[config.mk]
export PLATFORM = sky130hd
export DESIGN_NAME = date_time_adder
export DESIGN_NICKNAME = d
export VERILOG_FILES = /design/src/hw/rtl/dta_pkg.sv /design/src/hw/rtl/date_time_adder.sv
export SDC_FILE = /design/constraint.sdc
export NUM_CORES = 1
export LEC_CHECK = 0
export BUFFER_PORTS_ARGS = -buffer_cell sky130_fd_sc_hd__buf_2
export CAP_MARGIN = 20
export CORE_UTILIZATION = 35
export DETAILED_ROUTE_END_ITERATION = 12
export PLACE_DENSITY = 0.48
export SLEW_MARGIN = 15
export SYNTH_ARGS = -nofsm -noshare
export SYNTH_HDL_FRONTEND = slang
export SYNTH_SLANG_ARGS = --single-unit
[constraint.sdc]
create_clock -name clk_i -period 9.17 [get_ports clk_i]
set_input_delay 2.2925 -clock clk_i [delete_from_list [all_inputs] [get_ports clk_i]]
set_output_delay 2.2925 -clock clk_i [all_outputs]
set_load 0.01 [all_outputs]
[src/hw/rtl/dta_pkg.sv]
package dta_pkg;

  typedef enum logic [2:0] {
    ACT_LOAD    = 3'd0,
    ACT_SECONDS = 3'd1,
    ACT_MINUTES = 3'd2,
    ACT_HOURS   = 3'd3,
    ACT_DAYS    = 3'd4,
    ACT_YEARS   = 3'd5
  } action_e;

  typedef struct packed {
    logic [2:0]  action;
    logic [15:0] amount;
    logic [15:0] load_year;
    logic [3:0]  load_month;
    logic [4:0]  load_day;
    logic [4:0]  load_hour;
    logic [5:0]  load_minute;
    logic [5:0]  load_second;
  } in_item_t;

  typedef struct packed {
    logic [15:0] cur_year;
    logic [3:0]  cur_month;
    logic [4:0]  cur_day;
    logic [4:0]  cur_hour;
    logic [5:0]  cur_minute;
    logic [5:0]  cur_second;
    logic        year_overflow;
  } out_item_t;

  typedef enum logic [4:0] {
    ST_IDLE = 5'b00001,
    ST_DIV  = 5'b00010,
    ST_CYC  = 5'b00100,
    ST_MON  = 5'b01000,
    ST_EMIT = 5'b10000
  } fsm_e;

  // which carry stage the shared divide unit is serving
  typedef enum logic [1:0] {
    STG_SEC  = 2'd0,
    STG_MIN  = 2'd1,
    STG_HOUR = 2'd2,
    STG_YEAR = 2'd3
  } stage_e;

  localparam int unsigned SEC_PER_MIN   = 60;
  localparam int unsigned MIN_PER_HOUR  = 60;
  localparam int unsigned HOURS_PER_DAY = 24;
  localparam int unsigned CYCLE_YEARS   = 400;
  localparam int unsigned CYCLE_DAYS    = 146097;
  localparam int unsigned YEAR_MAX      = 65535;
  localparam int unsigned LEAP_FEB_DAYS = 29;

  // reciprocal multiply for the constant divides, exact for numerators below 2**DIV_W
  localparam int unsigned DIV_W     = 17;
  localparam int unsigned RECIP_W   = 18;
  localparam int unsigned RECIP_60  = 139811;
  localparam int unsigned SHIFT_60  = 23;
  localparam int unsigned RECIP_24  = 174763;
  localparam int unsigned SHIFT_24  = 22;
  localparam int unsigned RECIP_400 = 167773;
  localparam int unsigned SHIFT_400 = 26;

  localparam logic [4:0] MONTH_LEN [13] = '{
    5'd0, 5'd31, 5'd28, 5'd31, 5'd30, 5'd31, 5'd30,
    5'd31, 5'd31, 5'd30, 5'd31, 5'd30, 5'd31
  };

endpackage

[src/hw/rtl/date_time_adder.sv]
// Channel   Direction  Handshake                Payload
// in        input      in_valid_i / in_ready_o  in_data_i  (dta_pkg::in_item_t)
// out       output     out_valid_o / out_ready_i out_data_o (dta_pkg::out_item_t)
//
// One transaction at a time; in_ready_o is high only while the sequencer is idle.
// Load, add years and unused codes go from acceptance straight to the emit state.
// Add s/min/h: each carry stage taken is a reciprocal multiply, then a remainder;
// reaching days adds year mod 400, then the 400-year steps and the months rolled.
// Add days: year mod 400, then 400-year steps, then months rolled; the month loop dominates.
// Reset returns the date to 0001-01-01 00:00:00; a stalled result holds in the
// output register while the next transaction is accepted; its emit then waits.
module date_time_adder #(
  parameter int AMOUNT_WIDTH = 16
) (
  input  logic                clk_i,
  input  logic                rst_ni,
  input  logic                in_valid_i,
  output logic                in_ready_o,
  input  dta_pkg::in_item_t   in_data_i,
  output logic                out_valid_o,
  input  logic                out_ready_i,
  output dta_pkg::out_item_t  out_data_o
);

  localparam int SumW  = AMOUNT_WIDTH + 1;
  localparam int WorkW = (SumW > 18) ? SumW : 18;
  localparam int DivW  = dta_pkg::DIV_W;
  localparam int RecW  = dta_pkg::RECIP_W;
  localparam int ProdW = DivW + RecW;

  function automatic logic is_leap(input logic [8:0] r);
    is_leap = (r[1:0] == 2'd0) && (r != 9'd100) && (r != 9'd200) && (r != 9'd300);
  endfunction

  function automatic logic [4:0] days_in(input logic [3:0] m, input logic leap);
    if (m == 4'd2 && leap) begin
      days_in = 5'(dta_pkg::LEAP_FEB_DAYS);
    end else if (m >= 4'd1 && m <= 4'd12) begin
      days_in = dta_pkg::MONTH_LEN[m];
    end else begin
      days_in = dta_pkg::MONTH_LEN[1];
    end
  endfunction

  dta_pkg::fsm_e   fsm_q, fsm_d;
  dta_pkg::stage_e stage_q, stage_d;
  logic [15:0] year_q, year_d;
  logic [3:0]  month_q, month_d;
  logic [4:0]  day_q, day_d;
  logic [4:0]  hour_q, hour_d;
  logic [5:0]  minute_q, minute_d;
  logic [5:0]  second_q, second_d;
  logic        out_valid_q, out_valid_d;
  dta_pkg::out_item_t out_q, out_d;
  logic        ovf_q, ovf_d;

  logic [DivW-1:0]  num_q, num_d;
  logic [DivW-1:0]  quo_q, quo_d;
  logic             div_ph_q, div_ph_d;
  logic [WorkW-1:0] dacc_q, dacc_d;
  logic [15:0]      yw_q, yw_d;
  logic [3:0]       mw_q, mw_d;
  logic [8:0]       r400_q, r400_d;

  logic [AMOUNT_WIDTH-1:0] amt;
  logic [8:0]       divisor;
  logic [RecW-1:0]  recip;
  logic [ProdW-1:0] prod;
  logic [DivW-1:0]  quo_mul;
  logic [DivW-1:0]  qd;
  logic [8:0]       rem;
  logic [4:0]       dim;
  logic [16:0]      ysum;
  logic [WorkW-1:0] ywide;
  logic             sat;
  logic [3:0]       ld_month;
  logic [4:0]       ld_day;

  assign amt = AMOUNT_WIDTH'(in_data_i.amount);
  assign in_ready_o  = (fsm_q == dta_pkg::ST_IDLE);
  assign out_valid_o = out_valid_q;
  assign out_data_o  = out_q;

  always_comb begin
    case (stage_q)
      dta_pkg::STG_SEC: begin
        divisor = 9'(dta_pkg::SEC_PER_MIN);
        recip   = RecW'(dta_pkg::RECIP_60);
      end
      dta_pkg::STG_MIN: begin
        divisor = 9'(dta_pkg::MIN_PER_HOUR);
        recip   = RecW'(dta_pkg::RECIP_60);
      end
      dta_pkg::STG_HOUR: begin
        divisor = 9'(dta_pkg::HOURS_PER_DAY);
        recip   = RecW'(dta_pkg::RECIP_24);
      end
      default: begin
        divisor = 9'(dta_pkg::CYCLE_YEARS);
        recip   = RecW'(dta_pkg::RECIP_400);
      end
    endcase
  end

  // shared divide unit: quotient by reciprocal multiply, registered, then remainder
  assign prod = ProdW'(num_q) * ProdW'(recip);

  always_comb begin
    case (stage_q)
      dta_pkg::STG_SEC:  quo_mul = DivW'(prod >> dta_pkg::SHIFT_60);
      dta_pkg::STG_MIN:  quo_mul = DivW'(prod >> dta_pkg::SHIFT_60);
      dta_pkg::STG_HOUR: quo_mul = DivW'(prod >> dta_pkg::SHIFT_24);
      default:           quo_mul = DivW'(prod >> dta_pkg::SHIFT_400);
    endcase
  end

  assign qd  = quo_q * DivW'(divisor);
  assign rem = 9'(num_q - qd);
  assign dim = days_in(mw_q, is_leap(r400_q));

  always_comb begin
    fsm_d       = fsm_q;
    stage_d     = stage_q;
    year_d      = year_q;
    month_d     = month_q;
    day_d       = day_q;
    hour_d      = hour_q;
    minute_d    = minute_q;
    second_d    = second_q;
    ovf_d       = ovf_q;
    out_d       = out_q;
    out_valid_d = out_valid_q && !out_ready_i;
    num_d       = num_q;
    quo_d       = quo_q;
    div_ph_d    = div_ph_q;
    dacc_d      = dacc_q;
    yw_d        = yw_q;
    mw_d        = mw_q;
    r400_d      = r400_q;
    sat         = 1'b0;
    ysum        = '0;
    ywide       = '0;
    ld_month    = in_data_i.load_month;
    ld_day      = in_data_i.load_day;

    case (fsm_q)
      dta_pkg::ST_IDLE: begin
        if (in_valid_i) begin
          ovf_d    = 1'b0;
          div_ph_d = 1'b0;
          case (in_data_i.action)
            dta_pkg::ACT_LOAD: begin
              if (ld_month == 4'd0) ld_month = 4'd1;
              if (ld_month > 4'd12) ld_month = 4'd12;
              if (ld_day == 5'd0) ld_day = 5'd1;
              year_d   = in_data_i.load_year;
              month_d  = ld_month;
              day_d    = ld_day;
              hour_d   = in_data_i.load_hour;
              minute_d = in_data_i.load_minute;
              second_d = in_data_i.load_second;
              fsm_d    = dta_pkg::ST_EMIT;
            end
            dta_pkg::ACT_SECONDS: begin
              num_d   = DivW'(second_q) + DivW'(amt);
              stage_d = dta_pkg::STG_SEC;
              fsm_d   = dta_pkg::ST_DIV;
            end
            dta_pkg::ACT_MINUTES: begin
              num_d   = DivW'(minute_q) + DivW'(amt);
              stage_d = dta_pkg::STG_MIN;
              fsm_d   = dta_pkg::ST_DIV;
            end
            dta_pkg::ACT_HOURS: begin
              num_d   = DivW'(hour_q) + DivW'(amt);
              stage_d = dta_pkg::STG_HOUR;
              fsm_d   = dta_pkg::ST_DIV;
            end
            dta_pkg::ACT_DAYS: begin
              dacc_d  = WorkW'(day_q) + WorkW'(amt);
              num_d   = DivW'(year_q);
              stage_d = dta_pkg::STG_YEAR;
              fsm_d   = dta_pkg::ST_DIV;
            end
            dta_pkg::ACT_YEARS: begin
              ywide = WorkW'(year_q) + WorkW'(amt);
              if (ywide > WorkW'(dta_pkg::YEAR_MAX)) begin
                year_d = 16'(dta_pkg::YEAR_MAX);
                ovf_d  = 1'b1;
              end else begin
                year_d = ywide[15:0];
              end
              fsm_d = dta_pkg::ST_EMIT;
            end
            default: begin
              fsm_d = dta_pkg::ST_EMIT;
            end
          endcase
        end
      end

      dta_pkg::ST_DIV: begin
        if (!div_ph_q) begin
          quo_d    = quo_mul;
          div_ph_d = 1'b1;
        end else begin
          div_ph_d = 1'b0;
          fsm_d    = dta_pkg::ST_EMIT;
          case (stage_q)
            dta_pkg::STG_SEC: begin
              second_d = rem[5:0];
              if (quo_q != '0) begin
                num_d   = DivW'(minute_q) + quo_q;
                stage_d = dta_pkg::STG_MIN;
                fsm_d   = dta_pkg::ST_DIV;
              end
            end
            dta_pkg::STG_MIN: begin
              minute_d = rem[5:0];
              if (quo_q != '0) begin
                num_d   = DivW'(hour_q) + quo_q;
                stage_d = dta_pkg::STG_HOUR;
                fsm_d   = dta_pkg::ST_DIV;
              end
            end
            dta_pkg::STG_HOUR: begin
              hour_d = rem[4:0];
              if (quo_q != '0) begin
                dacc_d  = WorkW'(day_q) + WorkW'(quo_q);
                num_d   = DivW'(year_q);
                stage_d = dta_pkg::STG_YEAR;
                fsm_d   = dta_pkg::ST_DIV;
              end
            end
            default: begin
              // year mod 400 drives the leap test while months roll
              r400_d = rem;
              yw_d   = year_q;
              mw_d   = month_q;
              fsm_d  = dta_pkg::ST_CYC;
            end
          endcase
        end
      end

      dta_pkg::ST_CYC: begin
        if (dacc_q > WorkW'(dta_pkg::CYCLE_DAYS + 32'd31)) begin
          dacc_d = dacc_q - WorkW'(dta_pkg::CYCLE_DAYS);
          ysum   = {1'b0, yw_q} + 17'(dta_pkg::CYCLE_YEARS);
          if (ysum > 17'(dta_pkg::YEAR_MAX)) begin
            sat = 1'b1;
          end else begin
            yw_d = ysum[15:0];
          end
        end else begin
          fsm_d = dta_pkg::ST_MON;
        end
      end

      dta_pkg::ST_MON: begin
        if (dacc_q > WorkW'(dim)) begin
          dacc_d = dacc_q - WorkW'(dim);
          if (mw_q == 4'd12) begin
            ysum = {1'b0, yw_q} + 17'd1;
            if (ysum > 17'(dta_pkg::YEAR_MAX)) begin
              sat = 1'b1;
            end else begin
              yw_d   = ysum[15:0];
              mw_d   = 4'd1;
              r400_d = (r400_q == 9'(dta_pkg::CYCLE_YEARS - 1)) ? 9'd0 : r400_q + 9'd1;
            end
          end else begin
            mw_d = mw_q + 4'd1;
          end
        end else begin
          year_d  = yw_q;
          month_d = mw_q;
          day_d   = dacc_q[4:0];
          fsm_d   = dta_pkg::ST_EMIT;
        end
      end

      dta_pkg::ST_EMIT: begin
        if (!out_valid_q || out_ready_i) begin
          out_d.cur_year      = year_q;
          out_d.cur_month     = month_q;
          out_d.cur_day       = day_q;
          out_d.cur_hour      = hour_q;
          out_d.cur_minute    = minute_q;
          out_d.cur_second    = second_q;
          out_d.year_overflow = ovf_q;
          out_valid_d         = 1'b1;
          fsm_d               = dta_pkg::ST_IDLE;
        end
      end

      default: begin
        fsm_d = dta_pkg::ST_IDLE;
      end
    endcase

    // calendar overflow pins everything to the last representable second
    if (sat) begin
      year_d   = 16'(dta_pkg::YEAR_MAX);
      month_d  = 4'd12;
      day_d    = 5'd31;
      hour_d   = 5'd23;
      minute_d = 6'd59;
      second_d = 6'd59;
      ovf_d    = 1'b1;
      fsm_d    = dta_pkg::ST_EMIT;
    end
  end

  always_ff @(posedge clk_i or negedge rst_ni) begin
    if (!rst_ni) begin
      fsm_q       <= dta_pkg::ST_IDLE;
      out_valid_q <= 1'b0;
      year_q      <= 16'd1;
      month_q     <= 4'd1;
      day_q       <= 5'd1;
      hour_q      <= 5'd0;
      minute_q    <= 6'd0;
      second_q    <= 6'd0;
    end else begin
      fsm_q       <= fsm_d;
      out_valid_q <= out_valid_d;
      year_q      <= year_d;
      month_q     <= month_d;
      day_q       <= day_d;
      hour_q      <= hour_d;
      minute_q    <= minute_d;
      second_q    <= second_d;
    end
  end

  always_ff @(posedge clk_i) begin
    stage_q  <= stage_d;
    ovf_q    <= ovf_d;
    out_q    <= out_d;
    num_q    <= num_d;
    quo_q    <= quo_d;
    div_ph_q <= div_ph_d;
    dacc_q   <= dacc_d;
    yw_q     <= yw_d;
    mw_q     <= mw_d;
    r400_q   <= r400_d;
  end

  a_busy_after_accept: assert property (@(posedge clk_i) disable iff (!rst_ni)
    in_valid_i && in_ready_o |=> !in_ready_o)
    else $error("accepted a transaction while still busy");

  a_ovf_year_max: assert property (@(posedge clk_i) disable iff (!rst_ni)
    out_valid_o && out_data_o.year_overflow |-> out_data_o.cur_year == 16'hFFFF)
    else $error("overflow flagged without saturated year");

  a_month_range: assert property (@(posedge clk_i) disable iff (!rst_ni)
    fsm_q == dta_pkg::ST_MON |-> mw_q >= 4'd1 && mw_q <= 4'd12)
    else $error("month out of range during roll");

  a_emit_loads_out: assert property (@(posedge clk_i) disable iff (!rst_ni)
    fsm_q == dta_pkg::ST_EMIT && (!out_valid_o || out_ready_i) |=> out_valid_o)
    else $error("result not presented after emit");

endmodule
# Yosys cells after proc, flatten, opt, wreduce, memory -nomap -nowiden

Memories as Yosys holds them, arrays and structs flattened.
Cells that the tools add are included.

Add/subtract/negate cells: 15
Muxes and demuxes: 115
Magnitude comparators: 9
Bitwise gates (word level): 2
Reduce and logical (&&, ||, !) cells: 39
$mul: 2
Equal/unequal tests: 45

Operators with widths:

| kind                                                                              | number |
|---|---|
| 16-bit 2-to-1 mux                                                                 | 11 |
| 18-bit 2-to-1 mux                                                                 | 7 |
| 5-bit 2-to-1 mux                                                                  | 23 |
| 16-bit case mux with 2 select lines                                               | 3 |
| 17-bit 2-to-1 mux                                                                 | 5 |
| 18-bit case mux with 4 select lines                                               | 1 |
| 17-bit case mux with 4 select lines                                               | 1 |
| 6-bit 2-to-1 mux                                                                  | 10 |
| 4-bit 2-to-1 mux                                                                  | 14 |
| 9-bit 2-to-1 mux                                                                  | 6 |
| 17-bit by 16-bit greater-than comparator with 1-bit output, second input constant | 3 |
| 17-bit case mux with 3 select lines                                               | 1 |
| 16-bit case mux with 3 select lines                                               | 1 |
| 9-bit case mux with 2 select lines                                                | 2 |
| 17-bit by 18-bit multiplier with 35-bit output                                    | 1 |
| 5-bit by 16-bit adder with 17-bit output                                          | 2 |
| 6-bit by 16-bit adder with 17-bit output                                          | 2 |
| 17-bit case mux with 2 select lines                                               | 1 |
| 3-bit != test, second input constant                                              | 9 |
| 13-bit case mux with 2 select lines                                               | 1 |
| 5-bit case mux with 5 select lines                                                | 1 |
| 5-bit AND reduction                                                               | 5 |
| 6-bit case mux with 2 select lines                                                | 2 |
| 8-bit AND reduction                                                               | 3 |
| 68 further kinds                                                                  | 112 |

Memories: 1
Register bits after elaboration: 176
Output and inout bits: 45
Logic and storage cells: 252
ROM bits: 80
Input port bits: 65

Memory list:

| name            | words | width | rd ports | clocked after memory_dff | wr ports | RTL line              | text |
|---|---|---|---|---|---|---|---|
| (no name shown) | 16    | 5     | 1        | 0                        | 0        | date_time_adder.sv:39 | `days_in = dta_pkg::MONTH_LEN[m];` |

# Depth between registers and ports, before layout

Gate-level depths: netlist (run 1).

Depth after elaboration: 11
Gate-level depth with buffers: 27
Mapped depth without buffers: 27

# Worst setup path after synthesis (run 1)

OpenSTA, ideal clock, no wires.

Path type: flip-flop to flip-flop
From: register stage_q[0]
To: register quo_q[11], data pin
Data required time: 8.909 ns
Period minus slack after synthesis: 7.095 ns
Buffers on the path: 3
Setup time: 0.261 ns
Slack: 2.075 ns
Cell stages (with the launch flop): 25
Arrival: 6.834 ns
Cell sequence: edfxtp_1 > inv_1 > ha_1 > clkbuf_1 > clkbuf_1 > buf_1 > nand2_1 > fa_1 > inv_1 > fa_1 > fa_1 > fa_1 > fa_1 > inv_1 > fa_1 > inv_1 > ha_1 > nand4_1 > o21bai_1 > a311oi_1 > o211a_1 > o21ai_0 > o41ai_1 > nor4_1 > a311o_1

Cells in the longest elaborated chain, start to end: 5
Elaborated cells between the ends (all ways): 7
Classes of those cells: 1 x mul; 2 x eq/ne; 2 x mux; 2 x reduce/logical

Ends and longest elaborated chain:

| what                                                                              | RTL line                                      | text |
|---|---|---|
| from (decl)                                                                       | date_time_adder.sv:46                         | `dta_pkg::stage_e stage_q, stage_d;` |
| from (signal assigned)                                                            | date_time_adder.sv:338                        | `stage_q <= stage_d;` |
| 2-bit by 1-bit equality test with 1-bit output or 2-bit zero test (tied branches) | date_time_adder.sv:85, date_time_adder.sv:109 |  |
| 2-bit OR reduction (no source line)                                               | -                                             |  |
| 16-bit case mux with 2 select lines                                               | date_time_adder.sv:85                         | `case (stage_q)` |
| 17-bit by 18-bit multiplier with 35-bit output                                    | date_time_adder.sv:106                        | `assign prod = ProdW'(num_q) * ProdW'(recip);` |
| 13-bit case mux with 2 select lines *                                             | date_time_adder.sv:109                        | `case (stage_q)` |
| via quo_mul[11]                                                                   | date_time_adder.sv:69                         | `logic [DivW-1:0] quo_mul;` |
| to (signal assigned)                                                              | date_time_adder.sv:342                        | `quo_q <= quo_d;` |
| to (decl)                                                                         | date_time_adder.sv:58                         | `logic [DivW-1:0] quo_q, quo_d;` |

Mark *: on every way through the listed nets, which the timed path passes. The rest lies on a longest branch.
A chain may end at the register's enable or synchronous reset.

# Worst setup path after layout (run 1)

Same ends and word-level chain as after synthesis.

==> impl_metrics.py, run 1 <==
metrics = {
    "clocking": {
        "root_buffer": "clkbuf_16",
        "clock-sinks": 172,
        "htreeDepth": 4,
        "ctsHoldBuffers": 0,
        "post-cts-setup-buffers": 0,
        "cts_buffers": 17,
        "cts_resized": 0,
        "cts.path.max_buffers": 2,
        "cts_tree": "built",
        "clkTransAtPathRegs_ns": 0.07,
        "clk_latency_ns": 0.46,
    },
    "final_layout": {
        "diodes": 0,
        "syn_to_final_growth_pct": 9.64,
        "nNetsFinal": 2748,
        "final_common_cell": "inv_1",
        "final_cell_mix": "inv_1, ha_1, fa_1",
        "nFillCells": 5664,
        "layout-drive-gt1-share": 0.0829,
    },
    "sta": {
        "layout_min_cycle_time_ns": 8.03,
        "rsz0062_at_grt": "false",
        "hold_viol": 0,
        "tightestPinTransition_ns": 1.10,
        "fin_tns_setup_ns": 0,
        "fin_crit_sh": 0.876,
        "max_slew_margin": 0.257,
        "setup_violations": 0,
        "clock.fmax_mhz": 125,
        "drv_slew": 0,
        "skew_ns": 0.0145,
    },
    "synthesis": {
        "synth_fp_nets": 2678,
        "synth_flop_cell": "edfxtp_1",
        "yosysSeqAreaShare": 0.243,
        "ys_ff_latch": 172,
        "synthCells": 2198,
        "synth_edf_count": 123,
        "ys_async_sr_fraction": 0.279,
        "syn_avg_cell_area_sq_um": 9.20,
        "syn_area_sq_um": 20200,
        "yosysWarnings": 0,
        "ys_types": 82,
    },
    "worst_hold_path": {
        "hold_path_class": "reg2reg",
    },
    "place": {
        "dp_hpwl_um": 52000,
        "io_buffers": 109,
        "globalplace.congestion": 0.933,
    },
    "route": {
        "firstDrtPassIters": 5,
        "vias_per_cell": 5.37,
        "drt_iter0_markers": 1053,
        "drc": 0,
        "wirelength_um": 64500,
        "detailroute.via_count": 16300,
        "wl_per_cell_um": 21.2,
        "antenna_left": 0,
    },
    "die": {
        "die_x_um": 242,
        "die_h_um": 242,
        "rows": 87,
        "core-area_sq_um": 56700,
        "dieArea_sq_um": 58700,
        "start_util": 0.356,
        "io_pins": 110,
    },
    "global_route": {
        "grt_pass1_wl_um": 99800,
        "grt_overflow": 0,
        "antenna_found_initial": 0,
        "grt_max_degree": 67,
        "grt_pass1_vias": 16900,
        "grt_usage": 0.222,
    },
    "flow_run": {
        "maxCapViolCount": 0,
    },
    "worst_setup_path": {
        "startpoint_type": "flip-flop",
        "critical_path_class": "reg2reg",
        "crit_fanout": 10,
        "worstPathRequired_ns": 9.36,
        "setup.worst_path.end_class": "flip-flop",
        "critical_path_arrival_ns": 8.22,
        "r2r_slack_ns": 1.14,
    },
    "status": {
        "outcome": "finished, final reports clean",
    },
}
-- per-layer routing --
metal,GRT usage,vias up,wire length (um)
met4,0.0516,0,1210
li1,-,7695,-
met2,0.395,420,32500
met3,0.0241,63,2730
met5,0,-,0
met1,0.287,8136,28100
-- synthesized netlist by cell type (6+ instances only) --
master	n	area share
xor2_1	44	0.019
mux2i_1	12	0.0059
o32ai_1	6	0.0026
a211o_1	6	0.0026
nand2_1	184	0.034
a31oi_1	18	0.0056
and2_1	14	0.0043
o21a_1	23	0.0085
a21oi_1	95	0.024
a21o_1	39	0.014
a221oi_1	8	0.0035
buf_1	10	0.0019
dfrtp_1	44	0.054
fa_1	186	0.18
nor2_1	147	0.027
a221o_1	13	0.0064
or3_1	14	0.0043
nor4_1	20	0.0062
xnor2_1	79	0.034
nand3b_1	7	0.0026
o21ai_0	95	0.024
nand2b_1	16	0.0050
o211ai_1	14	0.0052
o221ai_1	19	0.0082
nand3_1	60	0.015
nor2b_1	17	0.0053
and3_1	19	0.0059
o22ai_1	18	0.0056
a22oi_1	13	0.0048
edfxtp_1	123	0.18
mux2_1	8	0.0045
ha_1	229	0.14
o21ai_1	6	0.0015
o31ai_1	6	0.0022
inv_1	347	0.064
o21bai_1	13	0.0048
nand4_1	13	0.0040
nor3_1	53	0.013
clkbuf_1	67	0.012
a211oi_1	7	0.0026
-- registers in the layout, summed over array words and instances (netlist names) --
register	count
fsm_q	5
year_q	16
num_q	17
day_q	5
out_valid_o	1
div_ph_q	1
stage_q	2
minute_q	6
ovf_q	1
dacc_q	18
second_q	6
yw_q	16
out_data_o	43
month_q	4
quo_q	13
r400_q	9
hour_q	5
mw_q	4
-- cell type report --
cell class              count  area [sq um]  share of cell area
well taps                 756           946              0.0427
inverters                 348          1310              0.0589
clock buffers              17           425              0.0192
clock inverters            15           141             0.00638
repair buffers            131           711              0.0321
flip-flops and latches    172          4920               0.222
multi-input cells        1598         13700               0.619
-- critical path: stages, from the launching register on --
cell and delay (ns):
edfxtp_1 0.43, inv_1 0.10, ha_1 0.31, nor2_1 0.80, nor2_1 0.25, fa_1 0.57, inv_1 0.05, fa_1 0.46
fa_1 0.52, inv_1 0.05, fa_1 0.46, fa_1 0.55, inv_1 0.05, fa_1 0.52, inv_1 0.04, ha_1 0.29
nand3_1 0.10, nor2_1 0.05, a211oi_1 0.67, o211a_1 0.41, o21ai_0 0.14, o41ai_1 0.49, nor4_1 0.11, a311o_1 0.33
-- cell families (layout without fill, tap and decap cells) --
kind of cell               after synthesis  after routing  synth area share
AOI/OAI and AO/OA                      451            451             0.150
xor gates and xnor gates               123            123            0.0533
adders and majority gates              415            415             0.326
buffers and inverters                  428            511            0.0798
DFF                                    172            172             0.243
muxes                                   24             24            0.0126
and+or+nand+nor                        585            585             0.135
-- stage by stage --
stage	utilization	setup slack, ns	std cells	area, sq um	hold WS, ns
floorplan	-	2.08	2198	20200	0.410
global placement	0.381	1.40	3005	21600	0.460
detailed placement	0.381	1.19	3005	21600	0.455
CTS	0.391	1.14	3037	22200	0.471
global route	0.391	0.728	3037	22200	0.498
finish	0.391	1.14	3037	22200	0.469
-- worst paths after layout --
check | cells after the start | startpoint | to
min | 0 | month_q[1]$_DFFE_PN0P_ | out_data_o[24]$_DFFE_PP_
min reg2reg | 0 | month_q[1]$_DFFE_PN0P_ | out_data_o[24]$_DFFE_PP_
max | 23 | stage_q[0]$_DFFE_PP_ | quo_q[11]$_DFFE_PP_
max reg2reg | 23 | stage_q[0]$_DFFE_PP_ | quo_q[11]$_DFFE_PP_
min in group asynchronous | 2 | rst_ni | minute_q[4]$_DFFE_PN0P_
max in group asynchronous | 2 | rst_ni | year_q[10]$_DFFE_PN0P_
Power of run 1 is left out: the tool's default activity adds up to more than one toggle a clock period on the data nets, which glitch-free logic cannot reach.
==> run 2: changes to the inputs <==
- CELL_PAD_IN_SITES_DETAIL_PLACEMENT: unset -> 0
- CELL_PAD_IN_SITES_GLOBAL_PLACEMENT: unset -> 1
- PLACE_DENSITY: 0.48 -> 0.59
==> impl_metrics.py, run 2 (synthesis results as in run 1) <==
metrics = {
    "worst_setup_path": {
        "setup.worst_path.end_class": "flip-flop",
        "max_stage_delay_ns": 0.72,
        "startpoint_type": "flip-flop",
        "worstPathCellList": "ha_1 -> buf_4 -> nand2_1 -> fa_1 -> fa_1 -> fa_1 -> inv_1 -> fa_1 -> fa_1 -> inv_1 -> fa_1 -> inv_1 -> ha_1 -> nand3_1 -> nor2_1 -> a211oi_1 -> o211a_1 -> o21ai_0 -> o41ai_1 -> nor4_1 -> a311o_1",
        "worstPathRequired_ns": 9.37,
        "crit_buf_inv": 4,
        "r2r-end": "quo_q[11]$_DFFE_PP_",
        "crit_slowest_cell": "a211oi_1",
        "crit_path_frequent_cell": "fa_1",
        "critical_path_arrival_ns": 7.95,
        "r2r_start": "stage_q[0]$_DFFE_PP_",
        "crit_fanout": 15,
        "critical_path_class": "reg2reg",
        "crit_cells": 21,
        "r2r_slack_ns": 1.42,
        "cp_top_family": "adder cells",
        "r2r.worst_path.cells": 21,
    },
    "global_route": {
        "grt_max_degree": 68,
        "grt_usage": 0.228,
        "grt_pass1_vias": 16800,
        "grt_pass1_wl_um": 101000,
        "grt_overflow": 0,
        "antenna_found_initial": 1,
    },
    "sta": {
        "setup_violations": 0,
        "drv_slew": 0,
        "fin_crit_sh": 0.845,
        "max_slew_margin": 0.325,
        "tightestPinTransition_ns": 1.01,
        "fin_tns_setup_ns": 0,
        "skew_ns": 0.0149,
        "layout_min_cycle_time_ns": 7.75,
        "clock.fmax_mhz": 129,
        "hold_viol": 0,
        "rsz0062_at_grt": "false",
    },
    "final_layout": {
        "final_cell_mix": "inv_1, ha_1, fa_1",
        "nNetsFinal": 2748,
        "post-route-util": 0.392,
        "nFillCells": 5718,
        "layout-drive-gt1-share": 0.0846,
        "largest_reg_flops": 43,
        "final_common_cell": "inv_1",
        "syn_to_final_growth_pct": 9.95,
    },
    "worst_hold_path": {
        "min_from": "minute_q[2]$_DFFE_PN0P_",
        "hold_path_class": "reg2reg",
        "holdPathStages": 0,
        "min_to": "out_data_o[9]$_DFFE_PP_",
    },
    "clocking": {
        "clock-sinks": 172,
        "clkTransAtPathRegs_ns": 0.08,
        "root_buffer": "clkbuf_16",
        "ctsHoldBuffers": 0,
        "cts_buffers": 17,
        "cts_tree": "built",
        "cts.path.max_buffers": 2,
        "post-cts-setup-buffers": 0,
        "cts_resized": 0,
        "clk_latency_ns": 0.46,
        "htreeDepth": 4,
    },
    "route": {
        "antenna_left": 0,
        "wirelength_um": 66600,
        "vias_per_cell": 5.41,
        "drt_iter0_markers": 1173,
        "wl_per_cell_um": 21.9,
        "firstDrtPassIters": 5,
        "drc": 0,
        "detailroute.via_count": 16400,
    },
    "die": {
        "die_h_um": 242,
        "die_x_um": 242,
        "rows": 87,
        "io_pins": 110,
        "dieArea_sq_um": 58700,
        "core-area_sq_um": 56700,
        "start_util": 0.356,
    },
    "status": {
        "outcome": "finished, final reports clean",
    },
    "place": {
        "globalplace.congestion": 0.898,
        "io_buffers": 109,
        "dp_hpwl_um": 54300,
    },
    "flow_run": {
        "maxCapViolCount": 0,
    },
}
-- run 2: changes by cell type in the layout (fill, tap and decap cells not counted), sizes merged --
| cell | change |
|---|---|
| diode | +1 |
| inv | +3 |
| clkinvlp | +1 |
| bufinv | -1 |
| clkinv | -3 |
-- run 2: cell type report --
type / instances / area [sq um] / area share
multi-input combinational: 1598 / 13700 / 0.618
clock inverter: 15 / 170 / 0.00766
inverter: 348 / 1310 / 0.0588
timing repair buffer: 131 / 726 / 0.0327
antenna: 1 / 2.50 / 0.000113
clock buffer: 17 / 425 / 0.0191
tap: 756 / 946 / 0.0426
sequential: 172 / 4920 / 0.221
-- run 2: metrics by stage --
| stage | worst slack, ns | hold slack (ns) | area, sq um | cells |
|---|---|---|---|---|
| 2_1_floorplan | 2.08 | 0.410 | 20200 | 2198 |
| 3_3_place_gp | 1.42 | 0.461 | 21600 | 3003 |
| 5_1_grt | 1.03 | 0.492 | 22200 | 3037 |
| 3_5_place_dp | 1.33 | 0.460 | 21600 | 3004 |
| 6_report | 1.42 | 0.479 | 22200 | 3038 |
| 4_1_cts | 1.35 | 0.480 | 22200 | 3036 |
-- run 2: metal layers --
metal | GRT usage | up-vias | wire length (um) | part of all wire
met3 | 0.0276 | 76 | 3010 | 0.045
met4 | 0.0676 | 2 | 1650 | 0.025
met1 | 0.299 | 8192 | 29300 | 0.44
met2 | 0.390 | 466 | 32700 | 0.49
li1 | - | 7708 | - | -
met5 | 0 | - | 11 | 0.00017
-- run 2: worst max path at each step --
stage,from,end,slack [ns]
6_report,stage_q[0]$_DFFE_PP_,quo_q[11]$_DFFE_PP_,1.42
2_1_floorplan,stage_q[0]$_DFFE_PP_,quo_q[11]$_DFFE_PP_,2.08
4_1_cts,stage_q[0]$_DFFE_PP_,quo_q[11]$_DFFE_PP_,1.35
3_5_place_dp,stage_q[0]$_DFFE_PP_,quo_q[11]$_DFFE_PP_,1.33
3_3_place_gp,stage_q[0]$_DFFE_PP_,quo_q[11]$_DFFE_PP_,1.42
5_1_grt,stage_q[0]$_DFFE_PP_,quo_q[11]$_DFFE_PP_,1.03
-- run 2: worst reg2reg max path: cells and delay by family (launching register included) --
family / cells / cell delay, ns
AND/OR/NAND/NOR: 4 / 0.44
adder cells (fa/ha/maj): 8 / 3.99
flip-flops: 1 / 0.44
AO/OA/AOI/OAI: 5 / 2.15
buffers and inverters: 4 / 0.48
Power of run 2 is left out for the same reason.
==> run 3: changes to the inputs <==
- PLACE_DENSITY: 0.59 -> 0.61
- clock period: 9.17 -> 6.9 ns (I/O delays scaled with it)
==> impl_metrics.py, run 3 (synthesis results as in run 1) <==
metrics = {
    "global_route": {
        "grt_pass1_wl_um": 103000,
        "grt_usage": 0.229,
        "grt_max_degree": 68,
        "grt_overflow": 0,
        "grt_pass1_vias": 17100,
        "antenna_found_initial": 0,
    },
    "sta": {
        "max_slew_margin": 0.420,
        "fin_tns_setup_ns": 0,
        "fin_crit_sh": 0.970,
        "layout_min_cycle_time_ns": 6.69,
        "hold_viol": 0,
        "tightestPinTransition_ns": 0.861,
        "setup_violations": 0,
        "skew_ns": 0.0168,
        "clock.fmax_mhz": 149,
        "drv_slew": 0,
    },
    "worst_setup_path": {
        "crit_fanout": 14,
        "startpoint_type": "flip-flop",
        "critical_path_class": "reg2reg",
        "setup.worst_path.end_class": "flip-flop",
        "critical_path_arrival_ns": 6.90,
        "worstPathRequired_ns": 7.11,
    },
    "route": {
        "wirelength_um": 67000,
        "wl_per_cell_um": 21.4,
        "antenna_left": 0,
        "firstDrtPassIters": 7,
        "drt_iter0_markers": 1139,
        "vias_per_cell": 5.32,
        "drc": 0,
        "detailroute.via_count": 16700,
    },
    "die": {
        "dieArea_sq_um": 58700,
        "rows": 87,
        "io_pins": 110,
        "start_util": 0.356,
        "die_h_um": 242,
        "core-area_sq_um": 56700,
        "die_x_um": 242,
    },
    "final_layout": {
        "final_cell_mix": "inv_1, ha_1, fa_1",
        "largest_reg_flops": 43,
        "layout-drive-gt1-share": 0.146,
        "nNetsFinal": 2843,
        "syn_to_final_growth_pct": 15.1,
        "final_common_cell": "inv_1",
        "diodes": 0,
        "nFillCells": 5636,
        "multiInputGateArea_sq_um": 14000,
        "regArea_sq_um": 4920,
    },
    "worst_hold_path": {
        "hold_path_class": "reg2reg",
    },
    "place": {
        "globalplace.congestion": 0.896,
        "io_buffers": 109,
        "dp_hpwl_um": 54800,
    },
    "flow_run": {
        "maxCapViolCount": 0,
    },
    "clocking": {
        "cts_buffers": 17,
        "clock-sinks": 172,
        "ctsHoldBuffers": 0,
        "cts_tree": "built",
        "clkTransAtPathRegs_ns": 0.08,
        "root_buffer": "clkbuf_16",
        "clk_latency_ns": 0.46,
        "htreeDepth": 4,
        "cts.path.max_buffers": 2,
    },
    "status": {
        "outcome": "finished, final reports clean",
    },
}
## run 3: cell count changes in the layout (fill, tap and decap cells not counted), moves of 6 or more
cell,delta
ha_1,-8
ha_4,+8
nor2_1,-6
nand2_2,+9
nand2_1,-10
buf_4,+90
## run 3: metrics by stage
stage	hold slack [ns]	cells	instance area [sq um]	setup WS, ns	util
floorplan	0.410	2198	20200	0.0800	-
global placement	0.446	3084	22200	0.0213	0.392
detailed placement	0.450	3084	22200	-0.102	0.392
CTS	0.471	3117	22800	0.0414	0.403
global route	0.473	3132	23300	-0.0571	0.410
finish	0.474	3132	23300	0.207	0.410
## run 3: layout make-up
type                       count  share of cell area
timing repair buffer         226              0.0629
inverter                     348              0.0561
tap                          756              0.0406
clock buffer                  17              0.0183
multi-input combinational   1598               0.603
sequential                   172               0.211
clock inverter                15             0.00769
## run 3: layer usage
| layer | up-vias | wire (um) | GRT usage |
|---|---|---|---|
| met4 | 0 | 1870 | 0.0722 |
| li1 | 7876 | - | - |
| met2 | 358 | 33100 | 0.393 |
| met5 | - | 0 | 0 |
| met1 | 8358 | 30000 | 0.305 |
| met3 | 82 | 2070 | 0.0188 |
## run 3: path summary, 6_finish.rpt
check / end / slack [ns] / cells after the start / from
max: quo_q[4]$_DFFE_PP_ / 0.21 / 22 / stage_q[1]$_DFFE_PP_
min: out_data_o[0]$_DFFE_PP_ / 0.47 / 0 / ovf_q$_SDFFE_PP1P_
max reg2reg: quo_q[4]$_DFFE_PP_ / 0.21 / 22 / stage_q[1]$_DFFE_PP_
min reg2reg: out_data_o[0]$_DFFE_PP_ / 0.47 / 0 / ovf_q$_SDFFE_PP1P_
max in group asynchronous: day_q[2]$_DFFE_PN0P_ / 5.03 / 2 / rst_ni
min in group asynchronous: month_q[1]$_DFFE_PN0P_ / 1.38 / 2 / rst_ni
## run 3: repair_timing
item | in CTS | in global routing
setup buffers | 1 | 13
gates cloned | 0 | 1
pin swaps | 1 | 49
resized for setup | 4 | 76
endpoints found under the setup margin | 10 | 13
## run 3: worst max-delay path, cell delays in order (launching register included)
cell,delay (ns)
edfxtp_1,0.53
ha_4,0.24
buf_12,0.15
nand2_1,0.11
inv_2,0.08
buf_4,0.14
fa_1,0.59
fa_2,0.45
fa_1,0.58
fa_1,0.45
fa_1,0.55
inv_1,0.06
fa_1,0.54
inv_1,0.08
ha_4,0.24
buf_4,0.14
nand3_1,0.09
nor2_2,0.05
a31oi_2,0.28
a311oi_2,0.17
or3_4,0.40
and2_4,0.17
a221o_1,0.33
Power of run 3 is left out for the same reason.
